--- config.mk ---
export PLATFORM = sky130hd
export DESIGN_NAME = lru_page_replacement_flat
export DESIGN_NICKNAME = d
export VERILOG_FILES = /design/src/design/lrupr_pkg.sv /design/src/design/lrupr_in_if.sv /design/src/design/lrupr_out_if.sv /design/src/design/lrupr_stats.sv /design/src/design/lru_page_replacement.sv /design/src/flat_wrapper.sv
export VERILOG_INCLUDE_DIRS = /design/src /design/src/design
export SDC_FILE = /design/constraint.sdc
export NUM_CORES = 1
export LEC_CHECK = 0
export BUFFER_PORTS_ARGS = -buffer_cell sky130_fd_sc_hd__buf_4
export CORE_MARGIN = 2
export CORE_UTILIZATION = 35
export CTS_CLUSTER_SIZE = 24
export DETAILED_ROUTE_END_ITERATION = 6
export PLACE_DENSITY_LB_ADDON = 0.2
export SETUP_SLACK_MARGIN = 0.02
export SLEW_MARGIN = 40
export SYNTH_ARGS = -nofsm -noshare
export SYNTH_HDL_FRONTEND = slang
export SYNTH_HIERARCHICAL = 1
export SYNTH_SLANG_ARGS = --single-unit
--- constraint.sdc ---
create_clock -name clk -period 5.05 [get_ports clk]
set_input_delay 0.505 -clock clk [delete_from_list [all_inputs] [get_ports clk]]
set_output_delay 0.505 -clock clk [all_outputs]
set_load 0.005 [all_outputs]
--- src/design/lru_page_replacement_assert.svh ---
// Assertion macros shared by the LRU page replacement modules.
// Every macro samples on clk and is disabled while rst_n is low.
`ifndef LRU_PAGE_REPLACEMENT_ASSERT_SVH
`define LRU_PAGE_REPLACEMENT_ASSERT_SVH

// Same-cycle implication.
`define LRUPR_ASSERT_IMP(label, ante, cons, msg) \
    label: assert property (@(posedge clk) disable iff (!rst_n) (ante) |-> (cons)) \
        else $error(msg);

// Next-cycle implication.
`define LRUPR_ASSERT_NXT(label, ante, cons, msg) \
    label: assert property (@(posedge clk) disable iff (!rst_n) (ante) |=> (cons)) \
        else $error(msg);

`endif

--- src/design/lrupr_pkg.sv ---
`timescale 1ns / 1ps
package lrupr_pkg;

    localparam int FRAMES_DEF     = 8;
    localparam int PAGE_BITS_DEF  = 16;
    localparam int COUNT_BITS_DEF = 16;

    localparam int CFG_BITS      = 4;
    localparam int SLOT_OUT_BITS = 3;

    localparam logic [CFG_BITS-1:0] NUM_FRAMES_RST = 4'd3;

    // Control from the sequencer to the statistics counters.
    typedef struct packed {
        logic clear;
        logic commit;
        logic hit;
    } stats_ctl_t;

endpackage

--- src/design/lrupr_in_if.sv ---
`timescale 1ns / 1ps
interface lrupr_in_if
    import lrupr_pkg::*;
#(
    parameter int PAGE_BITS = PAGE_BITS_DEF
);
    logic                 valid;
    logic                 ready;
    logic [PAGE_BITS-1:0] page_number;
    logic                 start_sequence;

    modport source (output valid, output page_number, output start_sequence, input ready);
    modport sink (input valid, input page_number, input start_sequence, output ready);
endinterface

--- src/design/lrupr_out_if.sv ---
`timescale 1ns / 1ps
interface lrupr_out_if
    import lrupr_pkg::*;
#(
    parameter int PAGE_BITS  = PAGE_BITS_DEF,
    parameter int COUNT_BITS = COUNT_BITS_DEF
);
    logic                     valid;
    logic                     ready;
    logic                     hit;
    logic [SLOT_OUT_BITS-1:0] frame_slot;
    logic                     evicted_valid;
    logic [PAGE_BITS-1:0]     evicted_page;
    logic [COUNT_BITS-1:0]    hit_total;
    logic [COUNT_BITS-1:0]    fault_total;
    logic [COUNT_BITS-1:0]    requests_seen;

    modport source (
        output valid, output hit, output frame_slot, output evicted_valid,
        output evicted_page, output hit_total, output fault_total, output requests_seen,
        input ready
    );
    modport sink (
        input valid, input hit, input frame_slot, input evicted_valid,
        input evicted_page, input hit_total, input fault_total, input requests_seen,
        output ready
    );
endinterface

--- src/design/lrupr_stats.sv ---
`timescale 1ns / 1ps
`include "lru_page_replacement_assert.svh"
module lrupr_stats
    import lrupr_pkg::*;
#(
    parameter int COUNT_BITS = COUNT_BITS_DEF
)
(
    input  logic                  clk,
    input  logic                  rst_n,
    input  stats_ctl_t            ctl,
    output logic [COUNT_BITS-1:0] hit_next,
    output logic [COUNT_BITS-1:0] fault_next,
    output logic [COUNT_BITS-1:0] req_next
);

    logic [COUNT_BITS-1:0] hit_cnt_reg;
    logic [COUNT_BITS-1:0] fault_cnt_reg;
    logic [COUNT_BITS-1:0] req_cnt_reg;

    // Each count holds once it reaches all ones.
    always_comb
    begin
        req_next   = (req_cnt_reg == '1) ? req_cnt_reg : req_cnt_reg + 1'b1;
        hit_next   = hit_cnt_reg;
        fault_next = fault_cnt_reg;
        if (ctl.hit)
        begin
            hit_next = (hit_cnt_reg == '1) ? hit_cnt_reg : hit_cnt_reg + 1'b1;
        end
        else
        begin
            fault_next = (fault_cnt_reg == '1) ? fault_cnt_reg : fault_cnt_reg + 1'b1;
        end
    end

    always_ff @(posedge clk or negedge rst_n)
    begin
        if (!rst_n)
        begin
            hit_cnt_reg   <= '0;
            fault_cnt_reg <= '0;
            req_cnt_reg   <= '0;
        end
        else if (ctl.clear)
        begin
            hit_cnt_reg   <= '0;
            fault_cnt_reg <= '0;
            req_cnt_reg   <= '0;
        end
        else if (ctl.commit)
        begin
            hit_cnt_reg   <= hit_next;
            fault_cnt_reg <= fault_next;
            req_cnt_reg   <= req_next;
        end
    end

    `LRUPR_ASSERT_IMP(a_hits_le_requests, 1'b1, hit_cnt_reg <= req_cnt_reg, "hit count above request count")
    `LRUPR_ASSERT_IMP(a_faults_le_requests, 1'b1, fault_cnt_reg <= req_cnt_reg, "fault count above request count")
    `LRUPR_ASSERT_NXT(a_clear_zeroes, ctl.clear, req_cnt_reg == '0, "request count not cleared")

endmodule

--- src/design/lru_page_replacement.sv ---
`timescale 1ns / 1ps
// Channel  Direction  Payload
// req      in         page_number, start_sequence
// rsp      out        hit, frame_slot, evicted_valid, evicted_page, hit_total,
//                     fault_total, requests_seen
// cfg      in         num_frames (write only)
//
// Each item is accepted in ST_IDLE; ST_SCAN then passes the first eff frames,
// where eff is num_frames clamped to 1..FRAMES, one by one through the shared
// compare unit, and ST_UPDATE updates the ranks and frame contents.
// Reset clears the valid bits, ranks and counts at once; num_frames resets to 3.
// A waiting result does not block the next item; only the update of that item
// stalls until the result register is free.
`include "lru_page_replacement_assert.svh"
module lru_page_replacement
    import lrupr_pkg::*;
#(
    parameter int FRAMES     = FRAMES_DEF,
    parameter int PAGE_BITS  = PAGE_BITS_DEF,
    parameter int COUNT_BITS = COUNT_BITS_DEF
)
(
    input  logic                clk,
    input  logic                rst_n,
    input  logic                cfg_wr_en,
    input  logic [CFG_BITS-1:0] cfg_wr_data,
    lrupr_in_if.sink            req,
    lrupr_out_if.source         rsp
);

    localparam int IDX_BITS = (FRAMES > 1) ? $clog2(FRAMES) : 1;
    localparam int EFF_BITS = $clog2(FRAMES + 1);
    localparam logic [IDX_BITS-1:0] RANK_MAX = IDX_BITS'(FRAMES - 1);

    typedef enum logic [1:0] {
        ST_IDLE,
        ST_SCAN,
        ST_UPDATE
    } state_t;

    state_t                state_reg;
    state_t                state_next;
    logic [CFG_BITS-1:0]   num_frames_reg;
    logic [EFF_BITS-1:0]   eff;
    logic [IDX_BITS-1:0]   idx_reg;
    logic [FRAMES-1:0]     valid_reg;
    logic [IDX_BITS-1:0]   rank_reg [FRAMES];
    logic [IDX_BITS-1:0]   rank_aged [FRAMES];
    logic [PAGE_BITS-1:0]  page_mem_reg [FRAMES];

    logic                  found_reg;
    logic                  empty_reg;
    logic [IDX_BITS-1:0]   hit_slot_reg;
    logic [IDX_BITS-1:0]   hit_rank_reg;
    logic [IDX_BITS-1:0]   empty_slot_reg;
    logic [IDX_BITS-1:0]   best_slot_reg;
    logic [IDX_BITS-1:0]   best_rank_reg;
    logic [PAGE_BITS-1:0]  best_page_reg;
    logic [PAGE_BITS-1:0]  page_reg;

    logic                  out_valid_reg;
    logic                  out_hit_reg;
    logic [IDX_BITS-1:0]   out_slot_reg;
    logic                  out_evict_reg;
    logic [PAGE_BITS-1:0]  out_evicted_page_reg;
    logic [COUNT_BITS-1:0] out_hits_reg;
    logic [COUNT_BITS-1:0] out_faults_reg;
    logic [COUNT_BITS-1:0] out_reqs_reg;

    logic                  accept;
    logic                  commit;
    logic                  scan_last;
    logic                  cur_valid;
    logic                  cur_match;
    logic [IDX_BITS-1:0]   cur_rank;
    logic [IDX_BITS-1:0]   upd_slot;
    logic [IDX_BITS-1:0]   upd_limit;
    logic                  upd_age_all;
    logic                  upd_evict;

    stats_ctl_t            stats_ctl;
    logic [COUNT_BITS-1:0] hit_next;
    logic [COUNT_BITS-1:0] fault_next;
    logic [COUNT_BITS-1:0] req_next;

    // Frames in use, clamped to 1..FRAMES.
    always_comb
    begin
        if (num_frames_reg == '0)
        begin
            eff = EFF_BITS'(1);
        end
        else if (32'(num_frames_reg) > FRAMES)
        begin
            eff = EFF_BITS'(FRAMES);
        end
        else
        begin
            eff = EFF_BITS'(num_frames_reg);
        end
    end

    assign req.ready = (state_reg == ST_IDLE);
    assign accept    = req.valid && (state_reg == ST_IDLE);
    assign commit    = (state_reg == ST_UPDATE) && (!out_valid_reg || rsp.ready);
    assign scan_last = ((EFF_BITS'(idx_reg) + EFF_BITS'(1)) == eff);

    // The shared compare unit looks at one frame per scan cycle.
    assign cur_valid = valid_reg[idx_reg];
    assign cur_match = (page_mem_reg[idx_reg] == page_reg);
    assign cur_rank  = rank_reg[idx_reg];

    always_comb
    begin
        upd_age_all = !found_reg && empty_reg;
        upd_evict   = !found_reg && !empty_reg;
        if (found_reg)
        begin
            upd_slot  = hit_slot_reg;
            upd_limit = hit_rank_reg;
        end
        else if (empty_reg)
        begin
            upd_slot  = empty_slot_reg;
            upd_limit = hit_rank_reg;
        end
        else
        begin
            upd_slot  = best_slot_reg;
            upd_limit = best_rank_reg;
        end
    end

    // Frames younger than the touched one age by one; the touched frame becomes
    // the most recent. Filling an empty frame ages every valid frame in range.
    always_comb
    begin
        for (int i = 0; i < FRAMES; i++)
        begin
            rank_aged[i] = rank_reg[i];
            if (IDX_BITS'(i) == upd_slot)
            begin
                rank_aged[i] = '0;
            end
            else if (i < int'(eff) && valid_reg[i]
                     && (upd_age_all || rank_reg[i] < upd_limit)
                     && rank_reg[i] != RANK_MAX)
            begin
                rank_aged[i] = rank_reg[i] + 1'b1;
            end
        end
    end

    always_comb
    begin
        state_next = state_reg;
        case (state_reg)
            ST_IDLE:
            begin
                if (accept)
                begin
                    state_next = ST_SCAN;
                end
            end
            ST_SCAN:
            begin
                if (scan_last)
                begin
                    state_next = ST_UPDATE;
                end
            end
            ST_UPDATE:
            begin
                if (commit)
                begin
                    state_next = ST_IDLE;
                end
            end
            default:
            begin
                state_next = ST_IDLE;
            end
        endcase
    end

    always_ff @(posedge clk or negedge rst_n)
    begin
        if (!rst_n)
        begin
            state_reg      <= ST_IDLE;
            num_frames_reg <= NUM_FRAMES_RST;
            idx_reg        <= '0;
            found_reg      <= 1'b0;
            empty_reg      <= 1'b0;
            valid_reg      <= '0;
            out_valid_reg  <= 1'b0;
            for (int i = 0; i < FRAMES; i++)
            begin
                rank_reg[i] <= '0;
            end
        end
        else
        begin
            state_reg <= state_next;
            if (cfg_wr_en)
            begin
                num_frames_reg <= cfg_wr_data;
            end
            case (state_reg)
                ST_IDLE:
                begin
                    if (accept)
                    begin
                        idx_reg   <= '0;
                        found_reg <= 1'b0;
                        empty_reg <= 1'b0;
                        if (req.start_sequence)
                        begin
                            valid_reg <= '0;
                            for (int i = 0; i < FRAMES; i++)
                            begin
                                rank_reg[i] <= '0;
                            end
                        end
                    end
                end
                ST_SCAN:
                begin
                    idx_reg <= idx_reg + 1'b1;
                    if (!found_reg && cur_valid && cur_match)
                    begin
                        found_reg <= 1'b1;
                    end
                    if (!empty_reg && !cur_valid)
                    begin
                        empty_reg <= 1'b1;
                    end
                end
                ST_UPDATE:
                begin
                    if (commit)
                    begin
                        valid_reg[upd_slot] <= 1'b1;
                        for (int i = 0; i < FRAMES; i++)
                        begin
                            rank_reg[i] <= rank_aged[i];
                        end
                    end
                end
                default:
                begin
                    idx_reg <= '0;
                end
            endcase
            if (commit)
            begin
                out_valid_reg <= 1'b1;
            end
            else if (rsp.ready)
            begin
                out_valid_reg <= 1'b0;
            end
        end
    end

    // Datapath registers; their values only matter under the control state above.
    always_ff @(posedge clk)
    begin
        if (accept)
        begin
            page_reg <= req.page_number;
        end
        if (state_reg == ST_SCAN)
        begin
            if (!found_reg && cur_valid && cur_match)
            begin
                hit_slot_reg <= idx_reg;
                hit_rank_reg <= cur_rank;
            end
            if (!empty_reg && !cur_valid)
            begin
                empty_slot_reg <= idx_reg;
            end
            // Strictly greater keeps the lowest frame on a tie.
            if (idx_reg == '0 || cur_rank > best_rank_reg)
            begin
                best_slot_reg <= idx_reg;
                best_rank_reg <= cur_rank;
                best_page_reg <= page_mem_reg[idx_reg];
            end
        end
        if (commit)
        begin
            if (!found_reg)
            begin
                page_mem_reg[upd_slot] <= page_reg;
            end
            out_hit_reg          <= found_reg;
            out_slot_reg         <= upd_slot;
            out_evict_reg        <= upd_evict;
            out_evicted_page_reg <= upd_evict ? best_page_reg : '0;
            out_hits_reg         <= hit_next;
            out_faults_reg       <= fault_next;
            out_reqs_reg         <= req_next;
        end
    end

    assign stats_ctl.clear  = accept && req.start_sequence;
    assign stats_ctl.commit = commit;
    assign stats_ctl.hit    = found_reg;

    lrupr_stats #(
        .COUNT_BITS (COUNT_BITS)
    ) u_stats (
        .clk        (clk),
        .rst_n      (rst_n),
        .ctl        (stats_ctl),
        .hit_next   (hit_next),
        .fault_next (fault_next),
        .req_next   (req_next)
    );

    assign rsp.valid         = out_valid_reg;
    assign rsp.hit           = out_hit_reg;
    assign rsp.frame_slot    = SLOT_OUT_BITS'(out_slot_reg);
    assign rsp.evicted_valid = out_evict_reg;
    assign rsp.evicted_page  = out_evicted_page_reg;
    assign rsp.hit_total     = out_hits_reg;
    assign rsp.fault_total   = out_faults_reg;
    assign rsp.requests_seen = out_reqs_reg;

    `LRUPR_ASSERT_IMP(a_hit_no_evict, out_valid_reg && out_hit_reg, !out_evict_reg, "hit reported an eviction")
    `LRUPR_ASSERT_IMP(a_slot_in_range, out_valid_reg, EFF_BITS'(out_slot_reg) < eff, "result frame outside frames in use")
    `LRUPR_ASSERT_IMP(a_scan_in_range, state_reg == ST_SCAN, EFF_BITS'(idx_reg) < eff, "scan index outside frames in use")
    `LRUPR_ASSERT_IMP(a_result_from_update, $rose(out_valid_reg), $past(state_reg == ST_UPDATE), "result appeared without an update")

endmodule

--- src/flat_wrapper.sv ---
// flat-port wrapper written by rule: the top's interface ports become plain ports
module lru_page_replacement_flat import lrupr_pkg::*;
#(
    parameter int FRAMES     = FRAMES_DEF,
    parameter int PAGE_BITS  = PAGE_BITS_DEF,
    parameter int COUNT_BITS = COUNT_BITS_DEF
)
  (clk, rst_n, cfg_wr_en, cfg_wr_data, req_valid, req_page_number, req_start_sequence, req_ready, rsp_valid, rsp_hit, rsp_frame_slot, rsp_evicted_valid, rsp_evicted_page, rsp_hit_total, rsp_fault_total, rsp_requests_seen, rsp_ready);
  lrupr_in_if #(.PAGE_BITS(PAGE_BITS)) req_i ();
  lrupr_out_if #(.PAGE_BITS(PAGE_BITS), .COUNT_BITS(COUNT_BITS)) rsp_i ();
  input  logic clk;
  input  logic rst_n;
  input  logic cfg_wr_en;
  input  logic [CFG_BITS-1:0] cfg_wr_data;
  input wire logic [$bits(req_i.valid)-1:0] req_valid;
  input wire logic [$bits(req_i.page_number)-1:0] req_page_number;
  input wire logic [$bits(req_i.start_sequence)-1:0] req_start_sequence;
  output wire logic [$bits(req_i.ready)-1:0] req_ready;
  output wire logic [$bits(rsp_i.valid)-1:0] rsp_valid;
  output wire logic [$bits(rsp_i.hit)-1:0] rsp_hit;
  output wire logic [$bits(rsp_i.frame_slot)-1:0] rsp_frame_slot;
  output wire logic [$bits(rsp_i.evicted_valid)-1:0] rsp_evicted_valid;
  output wire logic [$bits(rsp_i.evicted_page)-1:0] rsp_evicted_page;
  output wire logic [$bits(rsp_i.hit_total)-1:0] rsp_hit_total;
  output wire logic [$bits(rsp_i.fault_total)-1:0] rsp_fault_total;
  output wire logic [$bits(rsp_i.requests_seen)-1:0] rsp_requests_seen;
  input wire logic [$bits(rsp_i.ready)-1:0] rsp_ready;
  assign req_i.valid = req_valid;
  assign req_i.page_number = req_page_number;
  assign req_i.start_sequence = req_start_sequence;
  assign req_ready = req_i.ready;
  assign rsp_valid = rsp_i.valid;
  assign rsp_hit = rsp_i.hit;
  assign rsp_frame_slot = rsp_i.frame_slot;
  assign rsp_evicted_valid = rsp_i.evicted_valid;
  assign rsp_evicted_page = rsp_i.evicted_page;
  assign rsp_hit_total = rsp_i.hit_total;
  assign rsp_fault_total = rsp_i.fault_total;
  assign rsp_requests_seen = rsp_i.requests_seen;
  assign rsp_i.ready = rsp_ready;
  lru_page_replacement #(.FRAMES(FRAMES), .PAGE_BITS(PAGE_BITS), .COUNT_BITS(COUNT_BITS)) u_core (.clk(clk), .rst_n(rst_n), .cfg_wr_en(cfg_wr_en), .cfg_wr_data(cfg_wr_data), .req(req_i), .rsp(rsp_i));
endmodule
* Yosys cells after proc, flatten, opt, wreduce, memory -nomap -nowiden *
Memories as Yosys holds them, arrays and structs flattened.
Index checks and enable logic that the tools add are counted.

operators by class
  bitwise operators = 3
  divide/modulo/power cells = 0
  order comparisons = 22
  reduce and logical (&&, ||, !) cells = 71
  multiplexer cells = 64
  multipliers = 0
  equality and inequality tests = 36
  shift-type cells = 0
  add/sub/neg operators = 13

operator list
  operator                                                   number
  2-to-1 mux 16 bit                                          11
  2-to-1 mux 24 bit                                          3
  2-to-1 mux 3 bit                                           23
  adder 16 x 1 -> 16 bit, second input constant              3
  equality test 16 bit, second input constant                3
  inequality test 3 bit, second input constant               16
  case mux 24 bit (2 select lines)                           1
  AND reduction 5 bit                                        8
  logical AND 1 bit                                          33
  adder 3 x 1 -> 3 bit, second input constant                9
  less-than comparator 3 bit                                 8
  2-to-1 mux 8 bit                                           3
  equality test 16 bit                                       1
  less-than comparator 3 x 4 -> 1 bit, first input constant  4
  case mux 8 bit (2 select lines)                            1
  equality test 3 bit, first input constant                  4
  logical OR 1 bit                                           10
  2-to-1 mux 1 bit                                           10
  inequality test 2 x 1 -> 1 bit, second input constant      5
  binary-select mux 3 bit (select 3 bit)                     1
  case mux 3 bit (3 select lines)                            1
  AND reduction 3 bit                                        3
  less-than comparator 1 x 4 -> 1 bit, first input constant  2
  less-than comparator 2 x 4 -> 1 bit, first input constant  2
  28 further kinds                                           44

storage, ports and cells
  input port bits = 26
  word-level logic and storage cells = 242
  bits in latches = 0
  bits in read-only memories = 0
  output and inout port bits = 71
  RAM bits = 128
  memories = 1
  bits in registers = 208

memory list
  name                 words  width  read ports  clocked after memory_dff  write ports  line                        text
  u_core.page_mem_reg  8      16     1           0                         1            lru_page_replacement.sv:49  logic [PAGE_BITS-1:0] page_mem_reg [FRAMES];

* Longest topological paths before layout *
  depth after elaboration = 11
  depth in mapped cells = 14

* By module *
The synthesis kept the hierarchy.

by module, submodules not included
  module                times used  cells each  area each (um^2)
  lru_page_replacement  1           698         11,856.4
  lrupr_stats           1           440         3,788.6

* Least setup slack after synthesis *
Ideal clock, no wire load.

  kind = flip-flop to flip-flop
  from = reg u_core.state_reg[0]
  to = mem u_core/page_mem_reg[0][0] (netlist bit) (enable)
  cell stages (with the launch flop) = 7
  arrival time = 3,891 ps
  slack = 750 ps
  data required time = 4,641 ps
  library setup time = 409 ps
  cell sequence = dfrtp_1 clkbuf_1 nor2b_1 nand2_1 inv_1 nand2b_1 nor3_1

on the way
  word-level cells in the longest chain between the ends = 4

ends and longest elaborated chain
  what                                    line                         text
  start: declaration                      lru_page_replacement.sv:41   state_t state_reg;
  start signal: assignment                lru_page_replacement.sv:204  state_reg <= state_next;
  equality test 2 bit                     lru_page_replacement.sv:105  assign commit = (state_reg == ST_UPDATE) && (!out_valid_reg || rsp.ready);
  logical AND 1 bit                       lru_page_replacement.sv:105
  via u_core.commit                       lru_page_replacement.sv:71   logic commit;
  2-to-1 mux 1 bit                        lru_page_replacement.sv:292  if (commit)
  2-to-1 mux 1 bit (not written as such)  lru_page_replacement.sv:296  page_mem_reg[upd_slot] <= page_reg;
  end: declaration                        lru_page_replacement.sv:49

The timed path passes the listed nets, and every way through them passes these cells.

* Worst setup path after layout *
  from = reg u_core.idx_reg[1]
  to = reg u_core.hit_rank_reg[0] (enable)

on the way
  word-level cells in the longest chain between the ends = 5

ends and longest elaborated chain
  what                                                         line                         text
  start: declaration                                           lru_page_replacement.sv:45   logic [IDX_BITS-1:0] idx_reg;
  start signal: assignment                                     lru_page_replacement.sv:229  idx_reg <= idx_reg + 1'b1;
  branches (longest 3 deep; another with memory (8 x 16 bit))  --
  logical AND 1 bit (*)                                        lru_page_replacement.sv:275  if (!found_reg && cur_valid && cur_match)
  AND reduction 2 bit (no line) (*)                            --
  end signal: assignment                                       lru_page_replacement.sv:278  hit_rank_reg <= cur_rank;
  end: declaration                                             lru_page_replacement.sv:54   logic [IDX_BITS-1:0] hit_rank_reg;

Mark *: on every way between the ends. The select of a mux whose other input is x is not followed.
A chain may end at the register's enable or synchronous reset.

==> impl_metrics.env <==
export IMPL_p_leak_nw=7.06
export IMPL_largest_reg_flops=128
export IMPL_first_pass_iters=5
export IMPL_pin_count=97
export IMPL_yosysWarnings=6
export IMPL_fin_worst_skew_ns=0.0264
export IMPL_dieHeight_um=215
export IMPL_vdd_drop_max_mv=0.250
export IMPL_grt_pass1_wl_um=57400
export IMPL_cts_clk_slew_worst_paths_ns=0.06
export IMPL_ys_types=83
export IMPL_criticalPathCategory="reg -> reg"
export IMPL_grt_pass1_vias=9605
export IMPL_seqCellArea_um2=9630
export IMPL_insertion_delay_ns=0.58
export IMPL_gp_congestion=0.815
export IMPL_relSlewSlack=0.429
export IMPL_grt_max_degree=52
export IMPL_synth_largest_area_cell="edfxtp_1"
export IMPL_drc=0
export IMPL_path_max_fanout=20
export IMPL_core_area_um2=44100
export IMPL_multiInputGateArea_um2=5660
export IMPL_grt_use_total=0.159
export IMPL_antennaDiodeCount=0
export IMPL_worstPathArrival_ns=3.66
export IMPL_end_kind="flop"
export IMPL_vias_per_cell=5.18
export IMPL_initial_core_util=0.355
export IMPL_gr_total_overflow=0
export IMPL_drt_iter0_drc=683
export IMPL_syn_area_per_cell_um2=13.7
export IMPL_cts_buffers=39
export IMPL_n_fill_cell=4102
export IMPL_start_kind="flop"
export IMPL_nNetsFinal=1308
export IMPL_slew_violations=0
export IMPL_drv_cap=0
export IMPL_tritoncts="done"
export IMPL_final_util=0.416
export IMPL_wl_per_cell_um=19.6
export IMPL_layout_min_cycle_time_ns=3.48
export IMPL_die_w_um=215
export IMPL_drt_antenna_violating_nets=0
export IMPL_max_freq_mhz=288
export IMPL_ys_async_sr_fraction=0.274
export IMPL_synth_top_area_share=0.468
export IMPL_syn_inst=1138
export IMPL_rows=77
export IMPL_cts_htree_levels=2
export IMPL_finalSetupViolations=0
export IMPL_place_port_buffers=96
export IMPL_hp_class="in -> reg"
export IMPL_syn_to_final_growth_pct=17.3
export IMPL_ys_seq_area_frac=0.616
export IMPL_power_density_nw_per_um2=447
export IMPL_dp_hpwl_um=23800
export IMPL_syn_area_um2=15600
export IMPL_rsz0062_at_grt="false"
export IMPL_yosysMostFrequentCell="edfxtp_1"
export IMPL_synth_edf_count=244
export IMPL_syn_nets=1204
export IMPL_antenna_found_initial=0
export IMPL_ys_ff_latch=336
export IMPL_final_setup_tns_ns=0
export IMPL_synth_area_leaders="edfxtp_1, dfrtp_1, ha_1"
export IMPL_cts_sink_count=336
export IMPL_vias=9656
export IMPL_netlist_top_cells_count="edfxtp_1, dfrtp_1, nand2_1"
export IMPL_finalCritPeriodShare=0.688
export IMPL_post_cts_resize_count=0
export IMPL_drive_above_1_share=0.218
export IMPL_cts_root_buf="clkbuf_16"
export IMPL_synth_flop_cell="edfxtp_1"
export IMPL_dp_cells=1791
export IMPL_layout_cells_non_filler=1865
export IMPL_crit_required_ns=5.24
export IMPL_worst_slew_pin_slew_ns=0.855
export IMPL_dieArea_um2=46400
export IMPL_cts_buffer_depth=3
export IMPL_routed_wl_um=36500
export IMPL_hold_viol_final=0
export IMPL_status="finished, final reports clean"
==> critical path: stages, from the launching register on <==
cell     delay (ns)
dfrtp_2        0.73
buf_4          0.35
mux4_1         0.33
mux2_2         0.29
xor2_1         0.16
nor4_2         0.30
nand2_1        0.14
nor4b_2        0.76
==> final timing paths <==
check	cells past startpoint	end	slack, ns	from
worst max-delay path	7	u_core/hit_rank_reg[0]$_DFFE_PP_	1.57	u_core/idx_reg[1]$_DFFE_PN0P_
worst min-delay path	1	u_core/page_reg[3]$_DFFE_PP_	0.1	req_page_number[3]
worst max register to register	7	u_core/hit_rank_reg[0]$_DFFE_PP_	1.57	u_core/idx_reg[1]$_DFFE_PN0P_
worst min register to register	1	u_core/rsp.evicted_page[13]$_SDFFCE_PN0P_	0.50	u_core/best_page_reg[13]$_DFFE_PP_
max in group asynchronous	3	u_core/u_stats/hit_cnt_reg[10]$_DFFE_PN0P_	3.40	rst_n
min in group asynchronous	2	u_core/rank_reg[4]$_DFFE_PN0P_	0.55	rst_n
==> power breakdown <==
group	internal [mW]	switching, mW
Sequential	3.34	0.257
Clock	1.61	1.18
Combinational	0.778	1.03
Total	5.73	2.47
==> through the flow <==
| stage | instance area, um^2 | setup slack (ns) | total power, mW | hold WS, ns |
|---|---|---|---|---|
| after floorplan | 15600 | 0.750 | 4.85 | 0.209 |
| after global placement | 17000 | 1.63 | 5.44 | 0.507 |
| after detailed placement | 17000 | 1.58 | 5.47 | 0.504 |
| after CTS | 18300 | 1.54 | 8.30 | 0.0643 |
| after global routing | 18300 | 1.37 | 8.60 | 0.0696 |
| final | 18300 | 1.57 | 8.19 | 0.0979 |
==> cells by family after synthesis <==
family                     after synthesis  share of synthesized area
and+or+nand+nor                        337                      0.121
DFF                                    336                      0.616
buffers and inverters                   86                     0.0250
muxes                                  100                     0.0960
xor gates and xnor gates                47                     0.0263
adders and majority gates               40                     0.0320
AOI/OAI and AO/OA                      192                     0.0838
==> layout by cell type, fill, tap and decap left out, drive strengths merged, types with 3 or more instances in the layout <==
| cell | n |
|---|---|
| and4 | 9 |
| o41ai | 3 |
| a22o | 18 |
| xnor2 | 23 |
| or4 | 11 |
| nor2 | 69 |
| nor4b | 3 |
| xor2 | 24 |
| nor4 | 12 |
| nand2 | 76 |
| o21a | 12 |
| nor3 | 30 |
| nor2b | 19 |
| or3 | 11 |
| and3 | 16 |
| nand4 | 19 |
| buf | 119 |
| nor3b | 6 |
| dfrtp | 90 |
| a21o | 18 |
| nand2b | 8 |
| clkinv | 16 |
| clkbuf | 52 |
| and2 | 22 |
| a211oi | 9 |
| a311oi | 4 |
| o21ai | 25 |
| mux4 | 33 |
| o31ai | 12 |
| ha | 40 |
| edfxtp | 244 |
| a21oi | 56 |
| a31oi | 14 |
| mux2i | 33 |
| nand3 | 19 |
| mux2 | 34 |
| inv | 30 |
==> layer usage <==
layer  vias to the layer above  part of all wire  track usage
li1                       4584                 -            -
met1                      4813              0.47        0.225
met2                       215              0.47        0.253
met3                        44             0.043       0.0297
met4                         0             0.018       0.0430
met5                         -                 0            0
==> timing repair <==
action | 4_1_cts | 5_1_grt
endpoints found under the setup margin | 0 | 0
endpoints found under the hold margin | 3 | 0
hold buffers | 1 | 0
buffers inserted | 0 | 0
==> area by class of cell <==
class / instances / area share
clock buffer: 51 / 0.0578
clock inverter: 21 / 0.0119
inverter: 28 / 0.00587
multi-input combinational: 716 / 0.308
sequential: 336 / 0.525
tap: 592 / 0.0404
timing repair buffer: 121 / 0.0505
(Power assumes the default switching activity.)
